**config.mk**
```make
export PLATFORM = sky130hd
export DESIGN_NAME = lcg48_random_generator_core
export DESIGN_NICKNAME = d
export VERILOG_FILES = /design/src/rtl/lcg48_pkg.sv /design/src/rtl/lcg48_random_generator_core.sv
export SDC_FILE = /design/constraint.sdc
export NUM_CORES = 2
export LEC_CHECK = 0
export ABC_CLOCK_PERIOD_IN_PS = 22700
export BUFFER_PORTS_ARGS = -buffer_cell sky130_fd_sc_hd__buf_2
export CORE_UTILIZATION = 57
export CTS_CLUSTER_DIAMETER = 60
export DETAILED_ROUTE_END_ITERATION = 7
export PLACE_DENSITY = 0.82
export SETUP_SLACK_MARGIN = 0.2
export SLEW_MARGIN = 20
export SYNTH_ARGS = -nofsm -noshare
export SYNTH_HDL_FRONTEND = slang
export SYNTH_SLANG_ARGS = --single-unit
export TNS_END_PERCENT = 10
```
**constraint.sdc**
```tcl
create_clock -name clk -period 22.7 [get_ports clk]
set_clock_uncertainty 0.05 [all_clocks]
set_input_delay 1.135 -clock clk [delete_from_list [all_inputs] [get_ports clk]]
set_output_delay 1.135 -clock clk [all_outputs]
set_load 0.02 [all_outputs]
```
**src/rtl/lcg48_pkg.sv**
```systemverilog
// shared types, codes and constants for the 48-bit lcg random generator
package lcg48_pkg;

    localparam int SEED_W = 48;
    localparam int CHUNK_W = 16;
    localparam int BOUND_W = 31;
    localparam int TRIES_W = 11;

    localparam logic [SEED_W-1:0] MULT_DEFAULT = 48'd25214903917;
    localparam logic [SEED_W-1:0] LCG_INC = 48'hB;
    localparam logic [TRIES_W-1:0] MAX_TRIES = 11'd1024;

    localparam logic [2:0] KIND_SEED = 3'd0;
    localparam logic [2:0] KIND_INT32 = 3'd1;
    localparam logic [2:0] KIND_INT64 = 3'd2;
    localparam logic [2:0] KIND_BOOL = 3'd3;
    localparam logic [2:0] KIND_BOUNDED = 3'd4;
    localparam logic [2:0] KIND_FLOAT = 3'd5;
    localparam logic [2:0] KIND_DOUBLE = 3'd6;

    typedef struct packed {
        logic [2:0] kind;
        logic signed [63:0] seed_value;
        logic signed [31:0] bound;
    } req_t;

    typedef struct packed {
        logic [63:0] random_bits;
        logic bad_bound;
    } rsp_t;

    typedef enum logic [2:0] {
        ST_IDLE,
        ST_MUL,
        ST_INC,
        ST_POST,
        ST_DIV,
        ST_CHECK,
        ST_OUT
    } state_t;

endpackage

```
**src/rtl/lcg48_random_generator_core.sv**
```systemverilog
// top level of the 48-bit lcg random generator
//
// request channel: req_valid / req_stall / req_data (kind, seed_value, bound)
// response channel: rsp_valid / rsp_stall / rsp_data (random_bits, bad_bound)
// config channel: cfg_valid / cfg_ready / cfg_data writes the 48-bit multiplier
// one request at a time: req_stall is high from the transfer until the response is loaded
// each seed step runs on one shared 48-bit adder: three 48x16 partial product
// steps, one step adding the increment and one taking the bits
// int32, boolean and float take one seed step before the response register; int64
// and double take two seed steps; bounded power of two takes one seed step
// other bounded requests: each draw adds a 31-bit restoring remainder on the
// same adder plus the rejection check, repeated while a draw is rejected (up to
// MAX_TRIES draws), then the result goes to the response register
// set-seed and the unused kind finish in the transfer cycle with no response;
// a bad bound goes straight to the output state and leaves the seed alone
// the response register holds its transfer while rsp_stall is high, and a new
// request is still taken then; the block waits to load its next result
// reset clears the seed to zero, restores the default multiplier and empties
// the response register
module lcg48_random_generator_core (
    input  logic clk,
    input  logic rst_n,
    input  logic req_valid,
    output logic req_stall,
    input  lcg48_pkg::req_t req_data,
    output logic rsp_valid,
    input  logic rsp_stall,
    output lcg48_pkg::rsp_t rsp_data,
    input  logic cfg_valid,
    output logic cfg_ready,
    input  logic [lcg48_pkg::SEED_W-1:0] cfg_data
);
    import lcg48_pkg::*;

    state_t state_reg, state_next;
    logic [SEED_W-1:0] seed_reg, seed_next;
    logic [SEED_W-1:0] mult_reg, mult_next;
    logic [SEED_W-1:0] acc_reg, acc_next;
    logic [1:0] cnt_reg, cnt_next;
    logic [2:0] kind_reg, kind_next;
    logic [BOUND_W-1:0] bound_reg, bound_next;
    logic [BOUND_W-1:0] draw_reg, draw_next;
    logic [BOUND_W-1:0] rem_reg, rem_next;
    logic [4:0] bit_reg, bit_next;
    logic [TRIES_W-1:0] tries_reg, tries_next;
    logic idx_reg, idx_next;
    logic [31:0] hi_reg, hi_next;
    logic [63:0] result_reg, result_next;
    logic bad_reg, bad_next;
    logic rsp_valid_reg, rsp_valid_next;
    rsp_t rsp_data_reg, rsp_data_next;

    logic [CHUNK_W-1:0] chunk;
    logic [63:0] pp;
    logic [SEED_W-1:0] pp_shift;
    logic [SEED_W-1:0] alu_a, alu_b;
    logic alu_sub;
    logic [SEED_W:0] alu_sum;
    logic [31:0] trial;
    logic [32:0] reject_sum;
    logic req_take;

    function automatic logic [BOUND_W-1:0] pow2_scale(
        input logic [BOUND_W-1:0] n,
        input logic [BOUND_W-1:0] d
    );
        logic [BOUND_W-1:0] res;
        res = '0;
        for (int i = 0; i < BOUND_W; i++)
        begin
            if (n[i])
            begin
                res = d >> (BOUND_W - i);
            end
        end
        return res;
    endfunction

    // 48x16 partial product for the current chunk of the multiplier
    always_comb
    begin
        case (cnt_reg)
            2'd0: chunk = mult_reg[15:0];
            2'd1: chunk = mult_reg[31:16];
            default: chunk = mult_reg[47:32];
        endcase
        pp = 64'(seed_reg) * 64'(chunk);
        case (cnt_reg)
            2'd0: pp_shift = pp[47:0];
            2'd1: pp_shift = {pp[31:0], 16'b0};
            default: pp_shift = {pp[15:0], 32'b0};
        endcase
    end

    assign trial = {rem_reg, draw_reg[bit_reg]};

    // shared adder: multiply accumulate, increment and remainder subtract
    always_comb
    begin
        case (state_reg)
            ST_MUL:
            begin
                alu_a = acc_reg;
                alu_b = pp_shift;
                alu_sub = 1'b0;
            end
            ST_INC:
            begin
                alu_a = acc_reg;
                alu_b = LCG_INC;
                alu_sub = 1'b0;
            end
            ST_DIV:
            begin
                alu_a = 48'(trial);
                alu_b = 48'(bound_reg);
                alu_sub = 1'b1;
            end
            default:
            begin
                alu_a = '0;
                alu_b = '0;
                alu_sub = 1'b0;
            end
        endcase
        alu_sum = {1'b0, alu_a} + {1'b0, alu_b ^ {SEED_W{alu_sub}}} + 49'(alu_sub);
    end

    assign reject_sum = 33'(draw_reg) - 33'(rem_reg) + 33'(bound_reg - 31'd1);
    assign req_take = req_valid && !req_stall;

    assign req_stall = (state_reg != ST_IDLE);
    assign cfg_ready = (state_reg == ST_IDLE);
    assign rsp_valid = rsp_valid_reg;
    assign rsp_data = rsp_data_reg;

    always_comb
    begin
        state_next = state_reg;
        seed_next = seed_reg;
        mult_next = mult_reg;
        acc_next = acc_reg;
        cnt_next = cnt_reg;
        kind_next = kind_reg;
        bound_next = bound_reg;
        draw_next = draw_reg;
        rem_next = rem_reg;
        bit_next = bit_reg;
        tries_next = tries_reg;
        idx_next = idx_reg;
        hi_next = hi_reg;
        result_next = result_reg;
        bad_next = bad_reg;
        rsp_valid_next = rsp_valid_reg;
        rsp_data_next = rsp_data_reg;

        if (rsp_valid_reg && !rsp_stall)
        begin
            rsp_valid_next = 1'b0;
        end

        if (cfg_valid && cfg_ready)
        begin
            mult_next = cfg_data;
        end

        case (state_reg)
            ST_IDLE:
            begin
                if (req_take)
                begin
                    kind_next = req_data.kind;
                    bound_next = req_data.bound[BOUND_W-1:0];
                    tries_next = '0;
                    idx_next = 1'b0;
                    bad_next = 1'b0;
                    acc_next = '0;
                    cnt_next = '0;
                    case (req_data.kind)
                        KIND_SEED:
                        begin
                            seed_next = req_data.seed_value[SEED_W-1:0] ^ mult_reg;
                        end
                        KIND_INT32, KIND_INT64, KIND_BOOL, KIND_FLOAT, KIND_DOUBLE:
                        begin
                            state_next = ST_MUL;
                        end
                        KIND_BOUNDED:
                        begin
                            if (req_data.bound[31] || req_data.bound == 32'sd0)
                            begin
                                result_next = '0;
                                bad_next = 1'b1;
                                state_next = ST_OUT;
                            end
                            else
                            begin
                                state_next = ST_MUL;
                            end
                        end
                        default:
                        begin
                            state_next = ST_IDLE;
                        end
                    endcase
                end
            end
            ST_MUL:
            begin
                acc_next = alu_sum[SEED_W-1:0];
                if (cnt_reg == 2'd2)
                begin
                    state_next = ST_INC;
                end
                else
                begin
                    cnt_next = cnt_reg + 2'd1;
                end
            end
            ST_INC:
            begin
                seed_next = alu_sum[SEED_W-1:0];
                state_next = ST_POST;
            end
            ST_POST:
            begin
                state_next = ST_OUT;
                case (kind_reg)
                    KIND_INT32:
                    begin
                        result_next = 64'(seed_reg[47:16]);
                    end
                    KIND_INT64:
                    begin
                        if (!idx_reg)
                        begin
                            hi_next = seed_reg[47:16];
                            idx_next = 1'b1;
                            acc_next = '0;
                            cnt_next = '0;
                            state_next = ST_MUL;
                        end
                        else
                        begin
                            result_next = {hi_reg, 32'b0}
                                + {{32{seed_reg[47]}}, seed_reg[47:16]};
                        end
                    end
                    KIND_BOOL:
                    begin
                        result_next = 64'(seed_reg[47]);
                    end
                    KIND_FLOAT:
                    begin
                        result_next = 64'(seed_reg[47:24]);
                    end
                    KIND_DOUBLE:
                    begin
                        if (!idx_reg)
                        begin
                            hi_next = 32'(seed_reg[47:22]);
                            idx_next = 1'b1;
                            acc_next = '0;
                            cnt_next = '0;
                            state_next = ST_MUL;
                        end
                        else
                        begin
                            result_next = 64'({hi_reg[25:0], seed_reg[47:21]});
                        end
                    end
                    KIND_BOUNDED:
                    begin
                        tries_next = tries_reg + 11'd1;
                        if ((bound_reg & (bound_reg - 31'd1)) == '0)
                        begin
                            result_next = 64'(pow2_scale(bound_reg, seed_reg[47:17]));
                        end
                        else
                        begin
                            draw_next = seed_reg[47:17];
                            rem_next = '0;
                            bit_next = 5'(BOUND_W - 1);
                            state_next = ST_DIV;
                        end
                    end
                    default:
                    begin
                        state_next = ST_IDLE;
                    end
                endcase
            end
            ST_DIV:
            begin
                // restoring remainder, one draw bit per cycle from the top
                if (alu_sum[SEED_W])
                begin
                    rem_next = alu_sum[BOUND_W-1:0];
                end
                else
                begin
                    rem_next = trial[BOUND_W-1:0];
                end
                if (bit_reg == 5'd0)
                begin
                    state_next = ST_CHECK;
                end
                else
                begin
                    bit_next = bit_reg - 5'd1;
                end
            end
            ST_CHECK:
            begin
                if ((reject_sum[32:31] != 2'b00) && (tries_reg < MAX_TRIES))
                begin
                    acc_next = '0;
                    cnt_next = '0;
                    state_next = ST_MUL;
                end
                else
                begin
                    result_next = 64'(rem_reg);
                    state_next = ST_OUT;
                end
            end
            ST_OUT:
            begin
                if (!rsp_valid_reg || !rsp_stall)
                begin
                    rsp_valid_next = 1'b1;
                    rsp_data_next.random_bits = result_reg;
                    rsp_data_next.bad_bound = bad_reg;
                    state_next = ST_IDLE;
                end
            end
            default:
            begin
                state_next = ST_IDLE;
            end
        endcase
    end

    always_ff @(posedge clk or negedge rst_n)
    begin
        if (!rst_n)
        begin
            state_reg <= ST_IDLE;
            seed_reg <= '0;
            mult_reg <= MULT_DEFAULT;
            cnt_reg <= '0;
            bit_reg <= '0;
            tries_reg <= '0;
            idx_reg <= 1'b0;
            kind_reg <= KIND_SEED;
            rsp_valid_reg <= 1'b0;
        end
        else
        begin
            state_reg <= state_next;
            seed_reg <= seed_next;
            mult_reg <= mult_next;
            cnt_reg <= cnt_next;
            bit_reg <= bit_next;
            tries_reg <= tries_next;
            idx_reg <= idx_next;
            kind_reg <= kind_next;
            rsp_valid_reg <= rsp_valid_next;
        end
    end

    // datapath registers
    always_ff @(posedge clk)
    begin
        acc_reg <= acc_next;
        bound_reg <= bound_next;
        draw_reg <= draw_next;
        rem_reg <= rem_next;
        hi_reg <= hi_next;
        result_reg <= result_next;
        bad_reg <= bad_next;
        rsp_data_reg <= rsp_data_next;
    end

endmodule

```
==> metrics.txt <==
category of the critical setup timing path reg2reg; number of endpoints failing setup at the final stage 0; number of flip-flops under the largest register name 65; critical path endpoint category register; max_cap viols 0; RSZ-0062 raised after global routing false; Clk Latency, worst-skew pair 640 ps; wire length per cell 24.9 um; top cell types by occurrence after synthesis sky130_fd_sc_hd__nand2_1 (824), sky130_fd_sc_hd__inv_1 (692), sky130_fd_sc_hd__fa_1 (531); final antenna-violating net count 0; violated checks DRC; Cells after Synth 5620; number of buffers inserted by post-CTS setup repair 0; post-synthesis cell type count 92; die span in x 296 um; CP max stage delay 670 ps; type of element launching the critical path register; Tot GR Track Use 39.0%; final wirelength 169 mm; proportion of layout cells with a drive suffix above 1 9.47%; die outline height 296 um; maximum fanout count along the critical path 48; boundary pin count 220; CP dominant cell by count sky130_fd_sc_hd__fa_1; dominant register cell in the synthesized netlist sky130_fd_sc_hd__edfxtp_1; Max transition margin 23.2%; Total Negative Setup Slacks 0 ps; area fraction of the dominant cell type after synthesis 21.5%; maximum number of pins on one net before global-route repair 71; outcome complete, but fails checks; number of standard cells in the final layout excluding fillers 6777; fin area 53100 um2; most frequent cell after synthesis sky130_fd_sc_hd__nand2_1; number of vias after detailed routing 44000; number of sinks handled by clock tree synthesis 425; antenna violations before repair 5; post-DR vias/cell 6.49; DRC violations left 46; leftover overflow at the end of global routing 0; post-synthesis sequential area ratio 24.6%; Hold Violations, Final 0; data arrival time of the critical path 12980 ps; total clock buffers created by CTS 50; synthesized net count 6562; master cell of the clock root buffer sky130_fd_sc_hd__clkbuf_16; minimum clock period 12580 ps; average instance area after synthesis 8.80 um2; TritonCTS clock tree yes; iteration-0 DRC count of the detailed router 5983; Gates resized, CTS repair 0; Synth async-reset ratio 28.7%; Hold Crit Class reg2reg; placed cell area 51300 um2; P&R area growth vs syn 7.50%; full die area 87900 um2; detailed-placement wirelength estimate 124 mm; register bit count reported by yosys 425; max-slew violation count 0; RD Place Congestion 1.07; clock slew seen by the registers of the worst setup and hold paths 70 ps; share of the cycle needed by the critical path after routing 55.4%; number of synthesized flops with an enable pin 303; count of hold buffers inserted by post-cts repair 0; nets@finish 6526; number of placed instances, taps included 6676; highest achievable clock rate 79.5 MHz; number of fillers in the final layout 6966; CORE AREA 85500 um2; final standard cell utilization of the core 62.1%; largest buffer count on any clock path 3; Max stage delay cell, worst path sky130_fd_sc_hd__or2_2; largest cells by area after synthesis sky130_fd_sc_hd__fa_1 (22%), sky130_fd_sc_hd__edfxtp_1 (18%), sky130_fd_sc_hd__ha_1 (6.6%), sky130_fd_sc_hd__nand2_1 (6.3%), sky130_fd_sc_hd__inv_1 (5.3%); area leader, netlist sky130_fd_sc_hd__fa_1; Pre-antenna DRT Iters 8; pin slew with the least headroom to its limit 1150 ps; Crit path required time 23100 ps; first-pass GRT wire length 258 mm; htree depth 2; initial cell density of the core 57.8%; vias in the first global route 43000; count of port buffers added during placement 203; Cell Area, Synth 49400 um2; number of core rows 107; synth warn 0
-- routing by layer --
| layer | share of wire [%] | wire (um) | track usage, % |
|---|---|---|---|
| met2 | 43 | 72000 | 57.4 |
| met4 | 6.9 | 11700 | 22.8 |
| met5 | 0.018 | 31 | 0 |
| met1 | 36 | 60100 | 49.7 |
| met3 | 15 | 25100 | 13.8 |
-- critical path, delay by kind of cell, from the launching register on --
kind,cells,cell delay [ps]
and+or+nand+nor,8,2360
muxes,1,410
DFF,1,410
buffers and inverters,7,1610
adders and majority gates,9,3900
AOI/OAI and AO/OA,16,3540
-- layout by cell type, fill, tap and decap left out, types with 39 or more instances in the layout --
| cell type | n |
|---|---|
| sky130_fd_sc_hd__edfxtp_1 | 303 |
| sky130_fd_sc_hd__o22ai_1 | 46 |
| sky130_fd_sc_hd__a211oi_1 | 46 |
| sky130_fd_sc_hd__and2_1 | 256 |
| sky130_fd_sc_hd__clkbuf_16 | 50 |
| sky130_fd_sc_hd__o21ai_0 | 281 |
| sky130_fd_sc_hd__a21o_1 | 107 |
| sky130_fd_sc_hd__a221oi_1 | 51 |
| sky130_fd_sc_hd__buf_4 | 100 |
| sky130_fd_sc_hd__fa_1 | 531 |
| sky130_fd_sc_hd__buf_2 | 202 |
| sky130_fd_sc_hd__inv_1 | 691 |
| sky130_fd_sc_hd__nand2_1 | 823 |
| sky130_fd_sc_hd__xor2_1 | 65 |
| sky130_fd_sc_hd__nor2b_1 | 39 |
| sky130_fd_sc_hd__nand4_1 | 43 |
| sky130_fd_sc_hd__xnor2_1 | 153 |
| sky130_fd_sc_hd__a22oi_1 | 57 |
| sky130_fd_sc_hd__ha_1 | 259 |
| sky130_fd_sc_hd__a21oi_1 | 313 |
| sky130_fd_sc_hd__mux2_2 | 46 |
| sky130_fd_sc_hd__dfrtp_1 | 98 |
| sky130_fd_sc_hd__nor2_1 | 292 |
| sky130_fd_sc_hd__nand3_1 | 67 |
| sky130_fd_sc_hd__nor3_1 | 58 |
-- area by class of cell --
cell class | count | area, um2 | area share (%)
antenna | 7 | 17.5 | 0.0330
sequential | 425 | 12200 | 22.9
timing repair buffer | 303 | 1770 | 3.34
tap | 1144 | 1430 | 2.69
clock buffer | 59 | 1290 | 2.44
clock inverter | 35 | 503 | 0.946
multi-input combinational | 4105 | 33300 | 62.7
inverter | 699 | 2620 | 4.94
-- final timing paths --
kind,startpoint,cells after the start,slack [ps],end
max in group asynchronous,rst_n,2,20710,mult_reg[8]
hold reg to reg,result_reg[56],0,370,rsp_data[57]
min in group asynchronous,rst_n,1,420,tries_reg[5]
setup reg to reg,cnt_reg[0],41,10120,rem_reg[11]
hold / removal,result_reg[56],0,370,rsp_data[57]
setup / recovery,cnt_reg[0],41,10120,rem_reg[11]
-- cells by family (layout without fill, tap and decap cells) --
group	Yosys count	in the layout	share of synthesized area, %
AND/OR/NAND/NOR	1732	1732	16.1
flip-flops	425	425	24.6
multiplexers	89	89	2.07
adder cells (fa/ha/maj)	790	790	28.1
XOR/XNOR	219	219	3.88
buffers and inverters	1090	1096	8.38
other	0	7	0
AO/OA/AOI/OAI	1275	1275	16.9
-- per-stage QoR --
step           worst slack (ps)  hold slack (ps)
3_3_place_gp              10510              352
5_1_grt                    9660              371
4_1_cts                   10330              366
3_5_place_dp              10390              355
6_report                  10120              365
2_1_floorplan             12290              350
Power is not shown: default switching activity piles up to over one toggle a cycle in this logic, so the estimate is an artifact.
